--- config.mk ---
export PLATFORM = sky130hd
export DESIGN_NAME = mtrr_range_cmp
export DESIGN_NICKNAME = d
export VERILOG_FILES = /design/src/hdl/mtrr_pkg.sv /design/src/hdl/mtrr_range_cmp.sv
export SDC_FILE = /design/constraint.sdc
export NUM_CORES = 1
export LEC_CHECK = 0
export ABC_AREA = 1
export BUFFER_PORTS_ARGS = -buffer_cell sky130_fd_sc_hd__buf_4
export CORE_ASPECT_RATIO = 1.2
export CORE_MARGIN = 5
export CORE_UTILIZATION = 45
export DETAILED_ROUTE_END_ITERATION = 16
export PLACE_DENSITY = 0.7
export SLEW_MARGIN = 30
export SYNTH_ARGS = -nofsm -noshare
export SYNTH_HDL_FRONTEND = slang
export SYNTH_SLANG_ARGS = --single-unit
--- constraint.sdc ---
create_clock -name vclk -period 4.6
set_input_delay 0.46 -clock vclk [all_inputs]
set_output_delay 0.46 -clock vclk [all_outputs]
set_load 0.01 [all_outputs]
--- src/hdl/mtrr_pkg.sv ---
// Shared types and constants for the MTRR memory-type lookup block.
`default_nettype none
package mtrr_pkg;

  localparam int unsigned VarRanges  = 32;
  localparam int unsigned RangeIdxW  = (VarRanges > 1) ? $clog2(VarRanges) : 1;
  localparam int unsigned AddrW      = 52;
  localparam int unsigned LenW       = AddrW + 1;
  localparam int unsigned WordW      = 64;
  localparam int unsigned SlotW      = 5;
  localparam int unsigned PhysBitsW  = 6;
  localparam int unsigned FixedWords = 11;
  localparam int unsigned FixedIdxW  = 4;

  localparam logic [PhysBitsW-1:0] PhysBitsReset = PhysBitsW'(36);
  localparam logic [PhysBitsW-1:0] PhysBitsMax   = PhysBitsW'(52);
  localparam logic [AddrW-1:0]     FixedLimit    = AddrW'(64'h100000);
  localparam logic [AddrW-1:0]     PageMask      = AddrW'(64'hFFF);
  localparam logic [7:0]           TypeWriteback = 8'd6;
  localparam int unsigned          ValidBit      = 11;

  typedef enum logic [1:0] {
    OpLookup    = 2'd0,
    OpLoadFixed = 2'd1,
    OpLoadVar   = 2'd2
  } op_e;

  typedef enum logic [1:0] {
    SrcFixed   = 2'd0,
    SrcVar     = 2'd1,
    SrcDefault = 2'd2
  } src_e;

  typedef struct packed {
    logic [AddrW-1:0] base;
    logic [LenW-1:0]  length;
    logic [7:0]       mtype;
  } range_ent_t;

  typedef struct packed {
    logic                 we;
    logic [RangeIdxW-1:0] addr;
    logic                 valid;
    range_ent_t           ent;
  } range_wr_t;

endpackage
`default_nettype wire

--- src/hdl/mtrr_range_cmp.sv ---
// Shared range comparator: tests whether an address falls inside one variable range.
`default_nettype none
module mtrr_range_cmp (
  input  mtrr_pkg::range_ent_t       ent_i,
  input  logic                       valid_i,
  input  logic [mtrr_pkg::AddrW-1:0] addr_i,
  output logic                       hit_o
);
  import mtrr_pkg::*;

  logic [LenW-1:0] limit;

  assign limit = LenW'(ent_i.base) + ent_i.length;
  assign hit_o = valid_i && (ent_i.base <= addr_i) && (limit > LenW'(addr_i));

endmodule
`default_nettype wire

==> flow_summary.ini <==
[yosys]
ys_types = 43
synthTopCellsByCount = nand2_1, inv_1, ha_1
avgSynthCellArea_um2 = 6.01
yosys.area.top_type = ha_1
yosysSeqAreaShare_pct = 0
synthesis.area_um2 = 6280
synth_most_common_cell = nand2_1
synth_nets = 1369
synthDominantCellAreaShare_pct = 31.1
synthCells = 1046
synth_area_leaders = ha_1, nand2_1, inv_1
yosys_warnings = 0

[worst_setup_path]
max_stage_delay_ps = 390
critical_path.startpoint = ent_i[61]
cp_data_required_time_ps = 4140
arrival_ps = 3880
crit_family = compound AO/OA/AOI/OAI gates
path_class = in -> out
critPathMaxFanout = 5
critPathSlowestCell = fa_1
worstSetupPathDepth = 26
end_kind = primary output
path_common_cell = nand2_1
critPathLaunchType = input pin
critical_path_buf_inv_count = 4

[timing]
rsz0062_at_grt = false
fin_crit_sh_pct = 94.4
slew_viol_final = 0
max_freq_ghz = 0.230
slew-limit-headroom_pct = 66.0
setup_violations = 0
finalHoldViolCount = 0
fin_crit_ps = 4340
tns_ps = 0
worstMarginPinSlew_ps = 505

[grt]
use_met2_pct = 41.6
grt.busiest_layer = met2
grt_pass1_vias = 6915
antenna_found_initial = 0
grt_pass1_wl_mm = 31.2
grt_usage_pct = 22.0
grt_util_met1_pct = 26.8
grt_max_degree = 6
gr-total-overflow = 0
met3_usage_pct = 1.34

[pwr]
power_leakage_nw = 4.25
power_density_nw_per_um2 = 132
ir_drop_mv = 0.0561

[route]
antenna_left = 0
drt_iter0_markers = 354
wl_per_cell_um = 14.0
drc = 0
via_per_inst = 5.16
vias = 7116
first_pass_iters = 5
wl_mm = 19.3

[finish]
final_nets = 1532
design_area_um2 = 7730
multiInputGateArea_um2 = 5630
seq_area_um2 = 0
stdcell_count = 1378
n_antenna_cell = 0
fin_util_pct = 56.1
syn2layout_area_growth_pct = 23.0
drive_above_1_share_pct = 18.1
n_sequential_cell = 0
n_fill_cell = 1468
clkbuf_count = 0

[placed_design]
dp_hpwl_mm = 17.8
dp.cells = 1377
gp_congestion = 0.964
place_area_um2 = 7700
io_buffer_count = 159

[status]
status = finished, final reports clean

[worst_hold_path]
min_path_cells = 6
holdCritPathClass = in -> out
min_from = valid_i

[die]
ioPinCount = 167
die_y_um = 139
fp.dieW_um = 118
dieArea_um2 = 16400
start_util_pct = 45.7
core_area_um2 = 13800
rows = 47

[run]
maxCapViolations = 0

[clock_tree]
holdBufCountCts = 0
==> layout make-up <==
cell class | instances | area share, %
inverter | 179 | 8.70
multi-input combinational | 867 | 72.9
timing repair buffer | 161 | 15.6
tap | 171 | 2.77
==> cell usage in the layout, fill, tap and decap left out, types with 2 or more instances in the layout <==
cell	count
o21ai_1	3
inv_1	174
nor4_1	4
o21a_1	3
o211ai_1	3
o21ai_0	38
o211ai_2	3
nor2_1	108
ha_1	156
nor3_2	2
o21ai_4	3
a21boi_1	2
a21oi_1	109
a31oi_1	4
a21oi_4	3
a21o_1	6
o21bai_2	2
inv_2	4
nand3_2	2
nor2_2	9
nand3_1	41
xor2_1	32
o21bai_1	12
buf_4	161
or2_0	2
nand4_1	15
o21ai_2	6
nor3_1	13
xnor2_1	13
nor2_4	2
nand2_2	8
a21oi_2	9
nand3b_1	2
nand2_1	241
==> logic make-up (layout without fill, tap and decap cells) <==
group                      Yosys count  after routing  share of synthesized area [%]
AOI/OAI and AO/OA                  212            212                           21.0
xor gates and xnor gates            45             45                           6.27
adders and majority gates          157            157                           31.4
buffers and inverters              179            340                           10.7
and+or+nand+nor                    453            453                           30.7
==> report_power, final <==
group / leakage [nW] / switching (mW) / internal (mW)
clock network: 0 / 0 / 0
registers: 0 / 0 / 0
logic: 4.25 / 0.594 / 0.430
==> per-layer routing <==
layer	vias up	share of wire, %
met5	-	0
met4	0	2.7
met3	22	4.9
met2	176	51
met1	3126	42
li1	3792	-
==> timing repair <==
| action | CTS | global route |
|---|---|---|
| endpoints found under the setup margin | 0 | 1 |
| buffers inserted | 0 | 1 |
| gates resized for setup | 0 | 6 |
==> through the flow <==
stage	setup WS (ps)	power (mW)	hold slack (ps)
after floorplan	1010	0.694	1100
after CTS	203	1.02	1370
after global routing	17.0	1.16	1410
after detailed placement	227	1.01	1370
final	259	1.02	1360
after global placement	250	0.995	1380
==> final timing paths <==
path	end	slack (ps)
max	hit_o	260
min	hit_o	1360
Power figures use the tool's default switching activity.
