## config.mk

```make
export PLATFORM = sky130hd
export DESIGN_NAME = mtrr_fixed_regs
export DESIGN_NICKNAME = d
export VERILOG_FILES = /design/src/hdl/mtrr_pkg.sv /design/src/hdl/mtrr_fixed_regs.sv
export SDC_FILE = /design/constraint.sdc
export NUM_CORES = 1
export LEC_CHECK = 0
export BUFFER_PORTS_ARGS = -buffer_cell sky130_fd_sc_hd__buf_2
export CELL_PAD_IN_SITES_DETAIL_PLACEMENT = 1
export CELL_PAD_IN_SITES_GLOBAL_PLACEMENT = 2
export CORE_ASPECT_RATIO = 1.75
export CORE_MARGIN = 4
export CORE_UTILIZATION = 40
export DETAILED_ROUTE_END_ITERATION = 7
export PLACE_DENSITY_LB_ADDON = 0.15
export SYNTH_ARGS = -nofsm -noshare
export SYNTH_HDL_FRONTEND = slang
export SYNTH_SLANG_ARGS = --single-unit
export TNS_END_PERCENT = 100
```

## constraint.sdc

```tcl
create_clock -name clk_i -period 5.4 [get_ports clk_i]
set_input_delay 0.54 -clock clk_i [delete_from_list [all_inputs] [get_ports clk_i]]
set_output_delay 0.54 -clock clk_i [all_outputs]
set_load 0.05 [all_outputs]
```

## src/hdl/mtrr_pkg.sv

```systemverilog
// Shared types and constants for the MTRR memory-type lookup block.
`default_nettype none
package mtrr_pkg;

  localparam int unsigned VarRanges  = 32;
  localparam int unsigned RangeIdxW  = (VarRanges > 1) ? $clog2(VarRanges) : 1;
  localparam int unsigned AddrW      = 52;
  localparam int unsigned LenW       = AddrW + 1;
  localparam int unsigned WordW      = 64;
  localparam int unsigned SlotW      = 5;
  localparam int unsigned PhysBitsW  = 6;
  localparam int unsigned FixedWords = 11;
  localparam int unsigned FixedIdxW  = 4;

  localparam logic [PhysBitsW-1:0] PhysBitsReset = PhysBitsW'(36);
  localparam logic [PhysBitsW-1:0] PhysBitsMax   = PhysBitsW'(52);
  localparam logic [AddrW-1:0]     FixedLimit    = AddrW'(64'h100000);
  localparam logic [AddrW-1:0]     PageMask      = AddrW'(64'hFFF);
  localparam logic [7:0]           TypeWriteback = 8'd6;
  localparam int unsigned          ValidBit      = 11;

  typedef enum logic [1:0] {
    OpLookup    = 2'd0,
    OpLoadFixed = 2'd1,
    OpLoadVar   = 2'd2
  } op_e;

  typedef enum logic [1:0] {
    SrcFixed   = 2'd0,
    SrcVar     = 2'd1,
    SrcDefault = 2'd2
  } src_e;

  typedef struct packed {
    logic [AddrW-1:0] base;
    logic [LenW-1:0]  length;
    logic [7:0]       mtype;
  } range_ent_t;

  typedef struct packed {
    logic                 we;
    logic [RangeIdxW-1:0] addr;
    logic                 valid;
    range_ent_t           ent;
  } range_wr_t;

endpackage
`default_nettype wire

```

## src/hdl/mtrr_fixed_regs.sv

```systemverilog
// Fixed-range type words and the decode of a sub-1MiB address to its type byte.
`default_nettype none
module mtrr_fixed_regs (
  input  logic                           clk_i,
  input  logic                           rst_ni,
  input  logic                           we_i,
  input  logic [mtrr_pkg::FixedIdxW-1:0] widx_i,
  input  logic [mtrr_pkg::WordW-1:0]     wdata_i,
  input  logic [19:0]                    addr_i,
  output logic [7:0]                     mem_type_o
);
  import mtrr_pkg::*;

  logic [WordW-1:0]     words_q [FixedWords];
  logic [FixedIdxW-1:0] sel_word;
  logic [2:0]           sel_byte;
  logic [WordW-1:0]     word;

  always_ff @(posedge clk_i or negedge rst_ni) begin
    if (!rst_ni) begin
      for (int i = 0; i < FixedWords; i++) begin
        words_q[i] <= '0;
      end
    end else if (we_i) begin
      words_q[widx_i] <= wdata_i;
    end
  end

  // The 64K region uses one word, the two 16K regions one each, and the
  // 4K region spreads over the remaining eight words.
  always_comb begin
    if (!addr_i[19]) begin
      sel_word = FixedIdxW'(0);
      sel_byte = addr_i[18:16];
    end else if (!addr_i[18] && !addr_i[17]) begin
      sel_word = FixedIdxW'(1);
      sel_byte = addr_i[16:14];
    end else if (!addr_i[18]) begin
      sel_word = FixedIdxW'(2);
      sel_byte = addr_i[16:14];
    end else begin
      sel_word = FixedIdxW'(addr_i[17:15]) + FixedIdxW'(3);
      sel_byte = addr_i[14:12];
    end
  end

  assign word       = words_q[sel_word];
  assign mem_type_o = word[{sel_byte, 3'b000} +: 8];

endmodule
`default_nettype wire

```

==> results by group <==
Status
  • Status: completed

STA
  • Tightest Pin Transition: 1110 ps
  • Final Hold Viols: 0
  • Final Cycle Share: 86.9%
  • Setup TNS: 0 ps
  • Setup Skew: 0 ps
  • Min Clock Period, post-route: 4690 ps
  • Max-slew headroom: 26.3%
  • Top achievable clock speed: 213 MHz
  • PnR worst setup slack: 707 ps
  • RSZ-0062 raised after global routing: no
  • # setup viols final: 0
  • Max-slew violations: 0

Clock network
  • CTS tree: built
  • Clock Path Buffers: 3
  • Clk sinks: 704
  • Skew-Pair Late Insertion Delay: 630 ps
  • H-tree level count: 3
  • Post CTS Setup Buffer Count: 0
  • Total CTS buffers: 72
  • Post_cts resized: 0
  • Clock-pin slew on the worst setup and hold paths: 60 ps
  • Clock Root Buffer: clkbuf_16

Critical path
  • Req. time, crit path: 4860 ps
  • Critical Path AT: 4150 ps
  • Reg2reg setup slack: 4590 ps
  • Worst r2r path cells: 1
  • Crit Path Max Fanout: 13
  • RR Startpoint: words_q[560]
  • Worst flop-to-flop path endpoint: words_q[560]
  • WS Path Type: in -> out
  • Crit end category: output pin
  • Setup crit start kind: input port

Floorplanning
  • Die width: 225 µm
  • Starting Density: 40.3%
  • # IOs: 99
  • Die height: 388 µm
  • Core ar.: 81900 µm²
  • Area of the die: 87300 µm²
  • Rows: 139

Placement
  • Gp weighted congestion: 0.821
  • Placement Setup Slack: 760 ps
  • I/O Buffers: 86
  • Final HPWL from detailed placement: 67900 µm

Flow run
  • Max-cap violations: 0

Drt
  • Residual DRC count: 0
  • Met2 wire len: 57700 µm
  • Met3 WL: 3610 µm
  • Routed via count: 21934
  • Via-to-Cell Ratio: 5.81
  • Initial DRC count: 1262
  • Drt pass-1 iters: 4
  • Uppermost layer routed: met5
  • Final WL: 107000 µm
  • Wire length per cell: 28.2 µm
  • Metal-1 WL: 41700 µm
  • Antenna-violating nets left: 0

Global route
  • Antenna violations before repair: 21
  • First-pass GRT wire length: 160000 µm
  • GRT Residual Overflow: 0
  • Largest net degree at the start of global routing: 139
  • GRT Util Overall: 24.3%
  • Vias in the first global route: 24260

Hold path
  • Worst hold path cell count: 2
  • Hold Crit Endpoint: words_q[5]
  • Hold Path Class: in -> reg
  • Worst Hold Launch: wdata_i[5]

Yosys
  • Post-synthesis cell count: 2652
  • Flop and latch count out of synthesis: 704
  • Synth cell types: 61
  • Warnings from Yosys: 0
  • Number of flops mapped to enable cells by yosys: 0
  • Synthesized cell area: 33000 µm²
  • Avg Cell Area, Syn: 12.4 µm²
  • Post-synth ARST share: 100%
  • Syn nets: 2744
  • Register area share after synthesis: 53.4%
  • Main flop type after synthesis: dfrtp_1

Power and ir drop
  • Overall power: 15200 µW
  • Worst vdd rail ir drop: 0.000234 V
  • LEAKAGE: 0.0164 µW
  • Pwr dens: 411 nW/µm²

Layout
  • Max reg flops: 704
  • Fin nets: 2749
  • Area grow syn2layout: 12.3%
  • Largest registers: words_q x704
  • Layout cells sized above 1: 39.5%
  • Largest reg by FF count: words_q
-- cell usage in the layout (no fill, tap or decap), types with 17 or more instances in the layout --
cell type | netlist | routed
a211oi_1 | 21 | 21
a21oi_1 | 118 | 118
a32oi_1 | 39 | 39
and3_1 | 57 | 55
buf_2 | 51 | 85
buf_4 | 15 | 78
clkbuf_16 | 0 | 77
dfrtp_1 | 704 | 704
mux2_2 | 721 | 721
mux2i_1 | 86 | 85
nand2_1 | 345 | 344
nand3_1 | 61 | 61
nand4_1 | 17 | 17
nor2_1 | 26 | 20
o22ai_1 | 17 | 17
-- through the flow --
step	cell area, µm²	hold WS (ps)	cells	utilization (%)
floorplan	33000	244	2652	-
global placement	34600	480	3639	42.2
detailed placement	34600	486	3639	42.2
CTS	37000	236	3766	45.2
global route	37000	285	3766	45.2
finish	37000	294	3773	45.2
-- synth_stat cells (3+ instances only) --
master,instances,area (µm²)
mux2_2,721,8120
dfrtp_1,704,17600
nand2_1,345,1290
clkbuf_1,164,616
a21oi_1,118,591
mux2i_1,86,861
nand3_1,61,305
and3_1,57,357
buf_2,51,255
a32oi_1,39,342
nor2_1,26,97.6
a211oi_1,21,158
nand4_1,17,106
o22ai_1,17,106
a221o_1,16,160
a311oi_1,16,140
mux4_2,16,360
o221ai_1,16,140
buf_4,15,113
o2111ai_1,14,123
buf_6,11,124
o21ai_0,10,50.1
a21oi_2,9,78.8
a31oi_1,9,56.3
o31ai_1,8,60.1
mux2_1,7,78.8
o211a_1,7,70.1
o211ai_1,7,52.6
o41ai_2,7,114
buf_1,5,18.8
inv_1,5,18.8
or3_1,5,31.3
nand3b_1,4,30.0
nand2b_1,3,18.8
-- worst max path at each step --
stage / start / end / slack [ps] / cells after the start
final: addr_i[19] / mem_type_o[2] / 710 / 11
after global routing: addr_i[19] / mem_type_o[2] / 580 / 11
after CTS: addr_i[19] / mem_type_o[2] / 740 / 11
after detailed placement: addr_i[19] / mem_type_o[2] / 760 / 11
after global placement: addr_i[19] / mem_type_o[2] / 720 / 11
after floorplan: addr_i[15] / mem_type_o[0] / 2070 / 11
-- power by group --
part | switching, µW | leakage, µW | internal, µW
registers | 637 | 0.00863 | 6500
clock network | 2170 | 0.00120 | 3080
logic | 1390 | 0.00654 | 1440
total | 4190 | 0.0164 | 11000
-- what timing repair did --
action                                  in CTS  in global routing
hold endpoints to repair                    88                  0
endpoints found under the setup margin       0                  0
hold buffers                                 1                  0
-- kinds of logic after synthesis --
group                    Yosys count  synth area share (%)
multiplexers                     830                  28.6
flip-flops                       704                  53.4
AND/OR/NAND/NOR                  535                  7.23
AO/OA/AOI/OAI                    329                  7.24
buffers and inverters            252                  3.48
XOR/XNOR                           1                0.0266
adder cells (fa/ha/maj)            1                0.0379
-- metal layers --
layer	up-vias	track usage, %
met5	-	0
met4	14	7.98
met3	158	3.74
met2	351	45.2
met1	11837	28.4
li1	9574	-
-- final cells by class --
cell class / count / area, µm²
Sequential cell: 704 / 17600
Clock buffer: 104 / 2140
Antenna cell: 7 / 17.5
Timing Repair Buffer: 177 / 1280
Inverter: 6 / 22.5
Tap cell: 1057 / 1320
Clock inverter: 22 / 295
Multi-Input combinational cell: 1696 / 14300
Fill cell: 8339 / 44900
-- worst max-delay path, cell delays in order --
cell and delay (ps):
buf_2 290, or2_1 480, a21boi_4 560, buf_4 280
buf_4 240, mux2i_1 340, o221ai_1 170, o221ai_1 410
and3_1 310, nand4_1 210, buf_2 300
Note: power is estimated with default switching activity, not from simulation.
