**src/hdl/mtrr_pkg.sv**
```systemverilog
// Shared types and constants for the MTRR memory-type lookup block.
`default_nettype none
package mtrr_pkg;

  localparam int unsigned VarRanges  = 32;
  localparam int unsigned RangeIdxW  = (VarRanges > 1) ? $clog2(VarRanges) : 1;
  localparam int unsigned AddrW      = 52;
  localparam int unsigned LenW       = AddrW + 1;
  localparam int unsigned WordW      = 64;
  localparam int unsigned SlotW      = 5;
  localparam int unsigned PhysBitsW  = 6;
  localparam int unsigned FixedWords = 11;
  localparam int unsigned FixedIdxW  = 4;

  localparam logic [PhysBitsW-1:0] PhysBitsReset = PhysBitsW'(36);
  localparam logic [PhysBitsW-1:0] PhysBitsMax   = PhysBitsW'(52);
  localparam logic [AddrW-1:0]     FixedLimit    = AddrW'(64'h100000);
  localparam logic [AddrW-1:0]     PageMask      = AddrW'(64'hFFF);
  localparam logic [7:0]           TypeWriteback = 8'd6;
  localparam int unsigned          ValidBit      = 11;

  typedef enum logic [1:0] {
    OpLookup    = 2'd0,
    OpLoadFixed = 2'd1,
    OpLoadVar   = 2'd2
  } op_e;

  typedef enum logic [1:0] {
    SrcFixed   = 2'd0,
    SrcVar     = 2'd1,
    SrcDefault = 2'd2
  } src_e;

  typedef struct packed {
    logic [AddrW-1:0] base;
    logic [LenW-1:0]  length;
    logic [7:0]       mtype;
  } range_ent_t;

  typedef struct packed {
    logic                 we;
    logic [RangeIdxW-1:0] addr;
    logic                 valid;
    range_ent_t           ent;
  } range_wr_t;

endpackage
`default_nettype wire

```
**src/hdl/mtrr_range_ram.sv**
```systemverilog
// Variable-range storage: entry memory with a registered read, plus reset-cleared valid bits.
`default_nettype none
module mtrr_range_ram (
  input  logic                           clk_i,
  input  logic                           rst_ni,
  input  mtrr_pkg::range_wr_t            wr_i,
  input  logic [mtrr_pkg::RangeIdxW-1:0] raddr_i,
  output mtrr_pkg::range_ent_t           rdata_o,
  output logic                           rvalid_o
);
  import mtrr_pkg::*;

  range_ent_t           mem [VarRanges];
  logic [VarRanges-1:0] valid_q;
  range_ent_t           rdata_q;
  logic                 rvalid_q;

  always_ff @(posedge clk_i) begin
    if (wr_i.we) begin
      mem[wr_i.addr] <= wr_i.ent;
    end
    rdata_q <= mem[raddr_i];
  end

  always_ff @(posedge clk_i or negedge rst_ni) begin
    if (!rst_ni) begin
      valid_q  <= '0;
      rvalid_q <= 1'b0;
    end else begin
      if (wr_i.we) begin
        valid_q[wr_i.addr] <= wr_i.valid;
      end
      rvalid_q <= valid_q[raddr_i];
    end
  end

  assign rdata_o  = rdata_q;
  assign rvalid_o = rvalid_q;

endmodule
`default_nettype wire

```
**config.mk**
```make
export PLATFORM = sky130hd
export DESIGN_NAME = mtrr_range_ram
export DESIGN_NICKNAME = d
export VERILOG_FILES = /design/src/hdl/mtrr_pkg.sv /design/src/hdl/mtrr_range_ram.sv
export SDC_FILE = /design/constraint.sdc
export NUM_CORES = 2
export LEC_CHECK = 0
export BUFFER_PORTS_ARGS = -buffer_cell sky130_fd_sc_hd__buf_2
export CORE_MARGIN = 1
export CORE_UTILIZATION = 66
export DETAILED_ROUTE_END_ITERATION = 10
export PLACE_DENSITY = 0.94
export RECOVER_POWER = 50
export SLEW_MARGIN = 10
export SYNTH_ARGS = -nofsm -noshare
export SYNTH_HDL_FRONTEND = slang
export SYNTH_SLANG_ARGS = --single-unit
```
**constraint.sdc**
```tcl
create_clock -name clk_i -period 3.5 [get_ports clk_i]
set_input_delay 0.7 -clock clk_i [delete_from_list [all_inputs] [get_ports clk_i]]
set_output_delay 0.7 -clock clk_i [all_outputs]
set_load 0.01 [all_outputs]
```
==> results.txt <==
The run finished, with violations left. The final reports fail on design-rule violations, max-capacitance violations, max-slew violations. The arrival time reported for the critical path endpoint is 3850 ps. The post-synthesis to final-layout area growth came out at 13.6%. The share of total power consumed by net switching is 22.9%. The worst hold path was traced through 4 stages. The depth of the worst register-to-register path is 4. The core footprint came out at 212000 um2. The number of gates given a new drive strength after cts came out at 0.

Between clock sinks in the finished design, the worst skew comes to 48.9 ps. By startpoint and endpoint, the worst setup path is classified as in -> reg. The completed layout was analyzed and its total power is 97400 uW. In this run the horizontal extent of the chip is 464 um. The sequential cells in the finished layout cover a total of 112000 um2. The analysis attributes to net switching a power of 22300 uW. The routed design could run at a clock period as short as 3210 ps.

For the pin with the worst max-slew slack, the measured transition is 2320 ps. The number of instances in the placed design came out at 8719. The clock network latency to the later pin of the worst-skew pair is 1040 ps. Summed over all nets, the half-perimeter wirelength after detailed placement is 225 mm. The relative contribution of the clock network to total power is 42.7%.

The sequential share of power came out at 52.0%. The number of rows in the core area came out at 169. TritonCTS built the clock tree. The routability-driven placement congestion ratio is 0.781. The part of the cycle the worst path needs came out at 91.8%.

The global-route congestion overflow total is 0. The maximum level of the CTS H-tree came out at 5. After detailed routing, the number of remaining DRC violations is 38. The global-route wire length before repair is 641 mm. Once the floorplan was initialized, standard cells occupied 66.4% of the core. The mapped cell area is 141000 um2. The sum of negative setup slack came out at 0 ps. The tool flagged a number of max-cap violations equal to 26. The first detailed-routing pass took 9 iterations. The multi-input gate area in the final layout is 28100 um2. The layout has 9377 filler cells.

The minimum setup slack after placement is 279 ps. The number of buffers added for setup after CTS is 0. Of the total power, combinational logic draws 5.4%. Port buffering added 240 buffers. The all-layer global routing usage came out at 43.9%. The synthesized design contains 3616 enable-type register cells. Timing would allow up to 311 MHz. The most used flip-flop cell after synthesis is sky130_fd_sc_hd__edfxtp_1.

The required time at the endpoint of the critical path came out at 4140 ps. The mean instance size in the synthesized netlist is 24.9 um2. The number of hold-slack violations in the final timing report is 0. The initial antenna violation count is 45.

The setup slack after layout is 286 ps. The slowest stage of the critical path belongs to the cell sky130_fd_sc_hd__clkbuf_2. The endpoint with the worst hold slack is rdata_o[11]. The average routed wire per standard cell came out at 51.1 um.

Synthesis produced 5664 cells. The worst reg-to-reg setup slack came out at 1350 ps. In the final design database the tool counted 6384 nets.

The worst setup path is launched from an input port. The highest cell delay on the worst timing path is 1370 ps. In this run the worst path has a maximum fanout of 32.

The final number of max-transition violations is 717. The Yosys warning count is 0. The root buffer cell is sky130_fd_sc_hd__clkbuf_16.

Summed over all layers, the routed wires come to 480 mm. The kind of end point of the critical path is a flop. Setup violations remaining at the end of the flow were counted as 0. For this block, the initial DRC count from the detailed router was 18341. Excluding fillers, the count of instances in the completed layout stands at 9396. In the routed layout, each cell is associated on average with a via count of 8.30. The path class of the tightest hold or removal check is in -> reg. The worst register-to-register path begins at mem[11][81].

The number of routed nets with antenna violations is 0. The number of buffers inserted by hold repair at cts came out at 1. The cell area reported after detailed placement came out at 148000 um2.

Clock-pin slew was measured on the worst setup and hold paths at 80 ps. The final non-filler cell area is 160000 um2. The vertical die dimension came out at 464 um. The via count is 77977. The I/O pin total came out at 241. The die covers 215000 um2. Summed over all cells, the static leakage comes to 0.0507 uW. The internal portion of total power is 75100 uW. The remaining max-slew budget at the tightest pin is -54.5%. Counting distinct cell types in the post-synthesis netlist gives 32. The signal on the critical path passes through buf_2 -> or3b_1 -> nor2_4 -> clkbuf_2 -> buf_4.

The number of global-route vias before repair is 77514. The start point of the worst min-delay path is raddr_i[1]. Clock tree synthesis inserted a total of 356 buffers.

Setup repair after global routing left no endpoint under its margin. The worst supply voltage drop on vdd is 652 uV. For this run, asynchronously set or reset flops after synthesis account for 0.877%.

The fraction of layout instances using a drive strength above 1 is 33.0%. The largest net degree at the start of global routing is 101. The capture instance of the worst register-to-register path is rdata_o[81]. The ratio of total power to cell area is 609 nW/um2.

In this run, synthesis produced a sequential element count of 3762. Of the synthesized area, sequential elements account for 79.3%. In this run the deepest clock path goes through 4 buffers. The number of clock sinks seen by CTS came out at 3762. The net count after synthesis is 5791.
-- cell type report --
class	instances	area share, %
clock inverters	190	1.32
flip-flops and latches	3762	69.8
inverters	1	0.00704
diodes	40	0.0625
clock buffers	446	6.02
well taps	2821	2.21
multi-input cells	1603	17.5
repair buffers	533	3.07
-- worst max path at each step --
| stage | start | end | slack, ps |
|---|---|---|---|
| floorplan | wr_i[115] | valid_q[5] | -230 |
| global placement | raddr_i[0] | rdata_o[30] | 370 |
| detailed placement | raddr_i[0] | rdata_o[35] | 280 |
| CTS | rdata_o[80] | rdata_o[80] | 1010 |
| global route | wr_i[118] | mem[18][85] | 460 |
| finish | wr_i[118] | mem[18][85] | 290 |
-- logic make-up (layout without fill, tap and decap cells) --
kind of cell	Yosys count	in the layout	share of synthesized area [%]
buf+inv	299	1170	0.962
simple gates	89	89	0.300
mux	1351	1351	18.6
flops	3762	3762	79.3
compound gates	163	163	0.856
other cells	0	40	0
-- layer usage --
layer | wire length (um) | GRT usage, % | vias to the layer above | share of wire [%]
met5 | 190 | 0 | - | 0.040
met2 | 214000 | 65.4 | 11485 | 45
met3 | 86300 | 12.8 | 2988 | 18
met4 | 47900 | 32.2 | 28 | 10
li1 | - | - | 25735 | -
met1 | 131000 | 55.8 | 37741 | 27
-- cell usage in the layout, fill, tap and decap left out, types with 6 or more instances in the layout --
master	n
sky130_fd_sc_hd__clkbuf_8	20
sky130_fd_sc_hd__edfxtp_1	3616
sky130_fd_sc_hd__a211oi_1	12
sky130_fd_sc_hd__nor2_1	30
sky130_fd_sc_hd__dfxtp_1	113
sky130_fd_sc_hd__diode_2	40
sky130_fd_sc_hd__mux4_2	995
sky130_fd_sc_hd__clkinvlp_4	15
sky130_fd_sc_hd__bufinv_16	46
sky130_fd_sc_hd__a221oi_1	52
sky130_fd_sc_hd__clkinv_2	57
sky130_fd_sc_hd__nor2_4	26
sky130_fd_sc_hd__a21oi_1	6
sky130_fd_sc_hd__dfrtp_1	33
sky130_fd_sc_hd__o32a_1	9
sky130_fd_sc_hd__buf_4	157
sky130_fd_sc_hd__buf_2	120
sky130_fd_sc_hd__mux2i_1	154
sky130_fd_sc_hd__buf_12	130
sky130_fd_sc_hd__o21ai_1	9
sky130_fd_sc_hd__nor2b_1	12
sky130_fd_sc_hd__clkbuf_1	179
sky130_fd_sc_hd__o22ai_1	56
sky130_fd_sc_hd__a221o_1	7
sky130_fd_sc_hd__mux2_2	202
sky130_fd_sc_hd__clkbuf_16	366
sky130_fd_sc_hd__o21ai_0	6
sky130_fd_sc_hd__clkinv_1	61
-- cells in the mapped netlist, types with 3 or more instances --
library cell	count	share of area, %
sky130_fd_sc_hd__a211oi_1	12	0.064
sky130_fd_sc_hd__a21boi_1	4	0.021
sky130_fd_sc_hd__a21oi_1	6	0.021
sky130_fd_sc_hd__a221o_1	7	0.050
sky130_fd_sc_hd__a221oi_1	52	0.32
sky130_fd_sc_hd__and2_1	4	0.018
sky130_fd_sc_hd__buf_1	42	0.11
sky130_fd_sc_hd__buf_2	114	0.40
sky130_fd_sc_hd__buf_4	18	0.096
sky130_fd_sc_hd__buf_6	3	0.024
sky130_fd_sc_hd__clkbuf_1	121	0.32
sky130_fd_sc_hd__dfrtp_1	33	0.59
sky130_fd_sc_hd__dfxtp_1	113	1.6
sky130_fd_sc_hd__edfxtp_1	3616	77
sky130_fd_sc_hd__mux2_2	202	1.6
sky130_fd_sc_hd__mux2i_1	154	1.1
sky130_fd_sc_hd__mux4_2	995	16
sky130_fd_sc_hd__nand3b_1	5	0.027
sky130_fd_sc_hd__nor2_1	56	0.15
sky130_fd_sc_hd__nor2b_1	13	0.058
sky130_fd_sc_hd__o21ai_0	6	0.021
sky130_fd_sc_hd__o21ai_1	9	0.032
sky130_fd_sc_hd__o22ai_1	56	0.25
sky130_fd_sc_hd__o32a_1	9	0.064
sky130_fd_sc_hd__or3b_2	3	0.019
-- worst max-delay path, delay by kind of cell --
family	cells	cell delay, ps
and+or+nand+nor	2	820
buffers and inverters	3	2230
-- flip-flops by register name, summed over array words and instances, names as in the netlist --
signal / count
rdata_o: 113
mem: 3616
valid_q: 32
rvalid_o: 1
-- through the flow --
stage               utilization [%]  hold slack (ps)
floorplan                         -              404
global placement               70.0              484
detailed placement             70.0              497
CTS                            75.5              158
global route                   75.4              288
finish                         75.5              298
-- power by group through the flow --
stage | logic (uW) | registers [uW] | clock network (uW)
final | 5230 | 50600 | 41600
after global routing | 5240 | 50600 | 42600
after CTS | 5050 | 50600 | 40900
after detailed placement | 4780 | 51500 | 0
after global placement | 4340 | 51300 | 0
after floorplan | 2630 | 51300 | 0
Power figures use the tool's default switching activity.
